--- config.mk ---
export PLATFORM = sky130hd
export DESIGN_NAME = uf_seq
export DESIGN_NICKNAME = d
export VERILOG_FILES = /design/src/design/uf_pkg.sv /design/src/design/uf_seq.sv
export SDC_FILE = /design/constraint.sdc
export NUM_CORES = 1
export LEC_CHECK = 0
export ABC_AREA = 1
export ABC_CLOCK_PERIOD_IN_PS = 2600
export BUFFER_PORTS_ARGS = -buffer_cell sky130_fd_sc_hd__buf_2
export CELL_PAD_IN_SITES_DETAIL_PLACEMENT = 1
export CELL_PAD_IN_SITES_GLOBAL_PLACEMENT = 1
export CORE_MARGIN = 8
export CORE_UTILIZATION = 40
export CTS_CLUSTER_SIZE = 25
export DETAILED_ROUTE_END_ITERATION = 8
export PLACE_DENSITY = 0.8
export SYNTH_ARGS = -nofsm -noshare
export SYNTH_HDL_FRONTEND = slang
export SYNTH_SLANG_ARGS = --single-unit
--- constraint.sdc ---
create_clock -name i_clk -period 2.6 [get_ports i_clk]
set_input_delay 0.26 -clock i_clk [delete_from_list [all_inputs] [get_ports i_clk]]
set_output_delay 0.26 -clock i_clk [all_outputs]
set_load 0.02 [all_outputs]
--- src/design/uf_pkg.sv ---
// shared types and constants of the union-find engine
// no dependencies; used by uf_store, uf_seq and union_find_engine
package uf_pkg;

    localparam int NODE_W    = 10;
    localparam int SIZE_W    = 11;
    localparam int NODES_DEF = 1024;

    localparam logic [SIZE_W-1:0] NODE_COUNT_RST = 11'd1024;

    localparam logic FUNC_UNION = 1'b0;
    localparam logic FUNC_FIND  = 1'b1;

    typedef enum logic [2:0] {
        ST_IDLE,
        ST_WALK,
        ST_COMP,
        ST_NEXT,
        ST_SIZE_A,
        ST_SIZE_B,
        ST_DONE
    } t_state;

    typedef struct packed {
        logic [NODE_W-1:0] link_raddr;
        logic              link_we;
        logic [NODE_W-1:0] link_waddr;
        logic [NODE_W-1:0] link_wdata;
        logic [NODE_W-1:0] size_raddr;
        logic              size_we;
        logic [NODE_W-1:0] size_waddr;
        logic [SIZE_W-1:0] size_wdata;
    } t_mem_req;

    typedef struct packed {
        logic [NODE_W-1:0] root;
        logic              merged;
        logic [SIZE_W-1:0] set_size;
        logic              bad_index;
    } t_result;

endpackage

--- src/design/uf_seq.sv ---
// sequencer: root walks, path compression and the union by size
// depends on uf_pkg; drives the memories in uf_store
module uf_seq #(
    parameter int NODES = uf_pkg::NODES_DEF
) (
    input  logic                      i_clk,
    input  logic                      i_rst_n,
    input  logic                      i_start,
    input  logic                      i_func,
    input  logic [uf_pkg::NODE_W-1:0] i_node_a,
    input  logic [uf_pkg::NODE_W-1:0] i_node_b,
    input  logic [uf_pkg::SIZE_W-1:0] i_node_count,
    input  logic [uf_pkg::NODE_W-1:0] i_link_rdata,
    input  logic [uf_pkg::SIZE_W-1:0] i_size_rdata,
    output uf_pkg::t_mem_req          o_req,
    output logic                      o_idle,
    output logic                      o_res_valid,
    output uf_pkg::t_result           o_res,
    input  logic                      i_res_take
);

    uf_pkg::t_state r_state, n_state;

    logic                      r_func, n_func;
    logic                      r_phase, n_phase;
    logic [uf_pkg::NODE_W-1:0] r_b, n_b;
    logic [uf_pkg::NODE_W-1:0] r_start, n_start;
    logic [uf_pkg::NODE_W-1:0] r_cur, n_cur;
    logic [uf_pkg::NODE_W-1:0] r_root, n_root;
    logic [uf_pkg::NODE_W-1:0] r_root_a, n_root_a;
    logic [uf_pkg::SIZE_W-1:0] r_size_a, n_size_a;
    uf_pkg::t_result           r_res, n_res;

    logic                      w_a_ok;
    logic                      w_b_ok;
    logic [uf_pkg::SIZE_W-1:0] w_sum;
    logic [uf_pkg::NODE_W-1:0] w_hi_root;
    logic [uf_pkg::NODE_W-1:0] w_lo_root;

    assign w_a_ok = ({1'b0, i_node_a} < i_node_count) && (32'(i_node_a) < 32'(NODES));
    assign w_b_ok = ({1'b0, i_node_b} < i_node_count) && (32'(i_node_b) < 32'(NODES));

    assign w_sum = r_size_a + i_size_rdata;

    // ties keep the first operand's root on top
    always_comb begin
        if (r_size_a < i_size_rdata) begin
            w_hi_root = r_root;
            w_lo_root = r_root_a;
        end else begin
            w_hi_root = r_root_a;
            w_lo_root = r_root;
        end
    end

    always_ff @(posedge i_clk) begin
        if (!i_rst_n) begin
            r_state <= uf_pkg::ST_IDLE;
        end else begin
            r_state <= n_state;
        end
    end

    always_ff @(posedge i_clk) begin
        r_func   <= n_func;
        r_phase  <= n_phase;
        r_b      <= n_b;
        r_start  <= n_start;
        r_cur    <= n_cur;
        r_root   <= n_root;
        r_root_a <= n_root_a;
        r_size_a <= n_size_a;
        r_res    <= n_res;
    end

    always_comb begin
        n_state     = r_state;
        n_func      = r_func;
        n_phase     = r_phase;
        n_b         = r_b;
        n_start     = r_start;
        n_cur       = r_cur;
        n_root      = r_root;
        n_root_a    = r_root_a;
        n_size_a    = r_size_a;
        n_res       = r_res;
        o_req       = '0;
        o_res_valid = 1'b0;

        case (r_state)
            uf_pkg::ST_IDLE: begin
                if (i_start) begin
                    n_func  = i_func;
                    n_b     = i_node_b;
                    n_phase = 1'b0;
                    if (!w_a_ok || (i_func == uf_pkg::FUNC_UNION && !w_b_ok)) begin
                        n_res.root      = '0;
                        n_res.merged    = 1'b0;
                        n_res.set_size  = '0;
                        n_res.bad_index = 1'b1;
                        n_state         = uf_pkg::ST_DONE;
                    end else begin
                        n_start          = i_node_a;
                        n_cur            = i_node_a;
                        o_req.link_raddr = i_node_a;
                        n_state          = uf_pkg::ST_WALK;
                    end
                end
            end

            // one parent hop per cycle until a self link
            uf_pkg::ST_WALK: begin
                if (i_link_rdata == r_cur) begin
                    n_root = r_cur;
                    if (r_start == r_cur) begin
                        n_state = uf_pkg::ST_NEXT;
                    end else begin
                        n_cur            = r_start;
                        o_req.link_raddr = r_start;
                        n_state          = uf_pkg::ST_COMP;
                    end
                end else begin
                    n_cur            = i_link_rdata;
                    o_req.link_raddr = i_link_rdata;
                end
            end

            // second walk: repoint each node on the path at the root
            uf_pkg::ST_COMP: begin
                o_req.link_we    = 1'b1;
                o_req.link_waddr = r_cur;
                o_req.link_wdata = r_root;
                if (i_link_rdata == r_root) begin
                    n_state = uf_pkg::ST_NEXT;
                end else begin
                    n_cur            = i_link_rdata;
                    o_req.link_raddr = i_link_rdata;
                end
            end

            uf_pkg::ST_NEXT: begin
                if (!r_phase) begin
                    n_root_a = r_root;
                end
                if (!r_phase && r_func == uf_pkg::FUNC_UNION) begin
                    n_phase          = 1'b1;
                    n_start          = r_b;
                    n_cur            = r_b;
                    o_req.link_raddr = r_b;
                    n_state          = uf_pkg::ST_WALK;
                end else begin
                    o_req.size_raddr = r_phase ? r_root_a : r_root;
                    n_state          = uf_pkg::ST_SIZE_A;
                end
            end

            uf_pkg::ST_SIZE_A: begin
                n_size_a = i_size_rdata;
                if (r_func == uf_pkg::FUNC_FIND || r_root_a == r_root) begin
                    n_res.root      = r_root_a;
                    n_res.merged    = 1'b0;
                    n_res.set_size  = i_size_rdata;
                    n_res.bad_index = 1'b0;
                    n_state         = uf_pkg::ST_DONE;
                end else begin
                    o_req.size_raddr = r_root;
                    n_state          = uf_pkg::ST_SIZE_B;
                end
            end

            uf_pkg::ST_SIZE_B: begin
                o_req.link_we    = 1'b1;
                o_req.link_waddr = w_lo_root;
                o_req.link_wdata = w_hi_root;
                o_req.size_we    = 1'b1;
                o_req.size_waddr = w_hi_root;
                o_req.size_wdata = w_sum;
                n_res.root       = w_hi_root;
                n_res.merged     = 1'b1;
                n_res.set_size   = w_sum;
                n_res.bad_index  = 1'b0;
                n_state          = uf_pkg::ST_DONE;
            end

            uf_pkg::ST_DONE: begin
                o_res_valid = 1'b1;
                if (i_res_take) begin
                    n_state = uf_pkg::ST_IDLE;
                end
            end

            default: begin
                n_state = uf_pkg::ST_IDLE;
            end
        endcase
    end

    assign o_idle = (r_state == uf_pkg::ST_IDLE);
    assign o_res  = r_res;

endmodule

==> impl_metrics.py <==
metrics = {
    "synthesis": {
        "synth.yosys.seq_area_share_pct": 40.8,
        "synth.most_common_cell": "nand2_1",
        "synth_seq_cells": 89,
        "postSynthNetCount": 953,
        "syn_area_per_cell_um2": 7.56,
        "synth.distinct_cells": 38,
        "postSynthCellCount": 856,
        "synth_edf_count": 86,
        "ys_top_cells_by_area": "edfxtp_1 40%, nand2_1 12%, inv_1 7.9%, ha_1 7.5%, nor2_1 5.3%",
        "synth_top_cell_area_share_pct": 39.9,
        "ys_warn_count": 0,
        "ys_async_sr_fraction_pct": 0,
        "ys.flop_type": "edfxtp_1",
        "syn_area_mm2": 0.00647,
        "netlist_top_cells_count": "215 x nand2_1, 137 x inv_1, 91 x nor2_1",
        "yosys.area.top_type": "edfxtp_1",
    },
    "detailed_routing": {
        "wl_per_cell_um": 18.2,
        "dr.first_iter.drc_count": 345,
        "vias": 6607,
        "routed_via_density": 5.22,
        "finalWirelength_um": 23100,
        "antenna_left": 0,
        "dr.pass1.iters": 5,
        "drcViolationCount": 0,
    },
    "run": {
        "maxCapViolations": 0,
    },
    "global_route": {
        "grt_overflow": 0,
        "grt_start_max_net_pins": 32,
        "antenna_found_initial": 2,
        "grt_pass1_vias": 6876,
        "track_usage_pct": 21.8,
        "grt_pass1_wl_um": 35500,
    },
    "timing": {
        "slew_headroom_pct": 49.0,
        "setup_violations": 0,
        "fin_crit_sh_pct": 98.7,
        "hold_viol": 0,
        "rsz0062_at_grt": "yes",
        "final.setup_skew_ns": 0.00812,
        "tightest_slew_ns": 0.762,
        "max_freq_mhz": 390,
        "setup-tns-final_ns": 0,
        "layout_min_cycle_time_ns": 2.57,
        "finalMaxSlewViolations": 0,
    },
    "critical_path": {
        "crit_top_cell": "nor2_1",
        "start_kind": "flip-flop",
        "rrSetupSlack_ns": 0.49,
        "path_buf_inv": 3,
        "slowest_delay_ns": 0.45,
        "cpMaxStageDelayCell": "edfxtp_1",
        "timing.critical_path.to_type": "output port",
        "crit_type": "flip-flop to output port",
        "cp_max_fo": 10,
        "path_cells": "ha_4 > inv_2 > nor3_4 > nand3_2 > nand3_4 > buf_12 > nor2_1 > nor2_1 > nand2_1 > o21ai_1 > buf_4",
        "cp.arrival_ns": 2.31,
        "worst_ep_required_time_ns": 2.34,
        "path_delay_family": "simple AND/OR/NAND/NOR gates",
    },
    "power": {
        "p_per_area_mw_per_mm2": 831,
        "p_leak_nw": 4.14,
        "peakVddDrop_mv": 0.452,
    },
    "cts": {
        "cts-root-buf": "clkbuf_16",
        "clock_path_buffers": 2,
        "cts.sinks": 89,
        "path_clk_slew_ns": 0.07,
        "htreeDepth": 3,
        "hold_buffers": 0,
        "cts-buffers-inserted": 9,
        "tritoncts": "done",
        "worst_skew_pair.late_latency_ns": 0.36,
    },
    "die": {
        "num_rows": 46,
        "core_mm2": 0.0158,
        "die_y_um": 143,
        "die_w_um": 143,
        "die-area_mm2": 0.0205,
        "ioPinCount": 145,
        "start_util_pct": 40.9,
    },
    "place": {
        "dp_cells": 1224,
        "place_area_mm2": 0.00761,
        "dp.final_hpwl_um": 17300,
        "port_buffers": 144,
        "routabilityCongestion": 0.861,
    },
    "finish": {
        "ff_latch_area_mm2": 0.00264,
        "fin_area_mm2": 0.00847,
        "instances_no_fill": 1266,
        "fillerInstances": 1975,
        "multi_input_area_mm2": 0.00344,
        "nNetsFinal": 1141,
        "area_delta_synth_final_pct": 30.8,
        "layout-drive-gt1-share_pct": 28.3,
    },
    "run_status": {
        "status": "finished, final reports clean",
    },
    "hold_path": {
        "hp-class": "primary input to flip-flop",
    },
}
==> kinds of logic after synthesis <==
family                     count (synthesis)  synth area share, %
adders and majority gates                 40                 7.85
and+or+nand+nor                          368                 23.4
AOI/OAI and AO/OA                        169                 14.9
buffers and inverters                    172                 10.6
xor gates and xnor gates                  18                 2.43
DFF                                       89                 40.8
==> metal layers <==
metal	vias to the layer above	share of wire (%)	GRT usage [%]
met5	-	0	0
met2	197	51	38.9
met3	26	5.3	3.47
met1	3184	42	26.0
met4	0	1.9	7.69
li1	3200	-	-
==> area by class of cell <==
class	count	share of cell area, %
diodes	2	0.0591
inverters	146	6.50
well taps	216	3.19
multi-input cells	595	40.6
flip-flops and latches	89	31.2
clock buffers	10	2.70
clock inverters	5	0.281
repair buffers	203	15.4
==> registers in the layout (all words and copies together), names as in the netlist <==
register,count
o_res,23
r_size_a,11
r_b,10
r_cur,10
r_root,10
r_root_a,10
r_start,10
r_state,3
r_func,1
r_phase,1
==> where the power goes <==
| group | switching (W) | internal (W) |
|---|---|---|
| Sequential | 0.000293 | 0.00223 |
| Clock | 0.000565 | 0.000633 |
| Combinational | 0.00219 | 0.00112 |
| Total | 0.00304 | 0.00399 |
==> cell usage in the layout, fill, tap and decap left out, types with 8 or more instances in the layout <==
cell type,count
a21oi_1,33
o21ai_1,44
xnor2_1,8
nand2_1,209
nand4_1,19
a22oi_1,8
edfxtp_1,86
o21ai_2,9
buf_2,118
nand3_1,23
nor2_2,8
ha_4,10
xor2_1,10
o2111ai_1,10
o21ai_0,39
nor2_1,86
ha_1,29
inv_2,23
inv_1,122
buf_4,74
clkbuf_16,9
==> worst paths after layout <==
path                     from    endpoint  cells after the start
setup reg to reg   r_state[0]  r_start[0]                     10
hold reg to reg      r_cur[2]   r_root[2]                      0
hold / removal    i_node_b[9]      r_b[9]                      1
setup / recovery  r_size_a[4]   o_req[36]                     11
==> what timing repair did <==
action / 4_1_cts / 5_1_grt
cloned: 2 / 0
setup buffers: 10 / 15
gates resized for setup: 40 / 83
pin swaps: 11 / 25
setup endpoints to repair: 41 / 51
==> through the flow <==
stage                     setup slack, ns  hold slack (ns)  utilization (%)  power, W
after detailed placement          -0.0232            0.463             48.1   0.00556
final                              0.0332            0.101             53.5   0.00704
after global routing              -0.0860            0.104             53.5   0.00744
after floorplan                     0.454            0.359                -   0.00443
after global placement              0.139            0.460             48.1   0.00544
after CTS                         -0.0362           0.0975             51.5   0.00691
No activity file was read; power rests on OpenSTA's default activity.
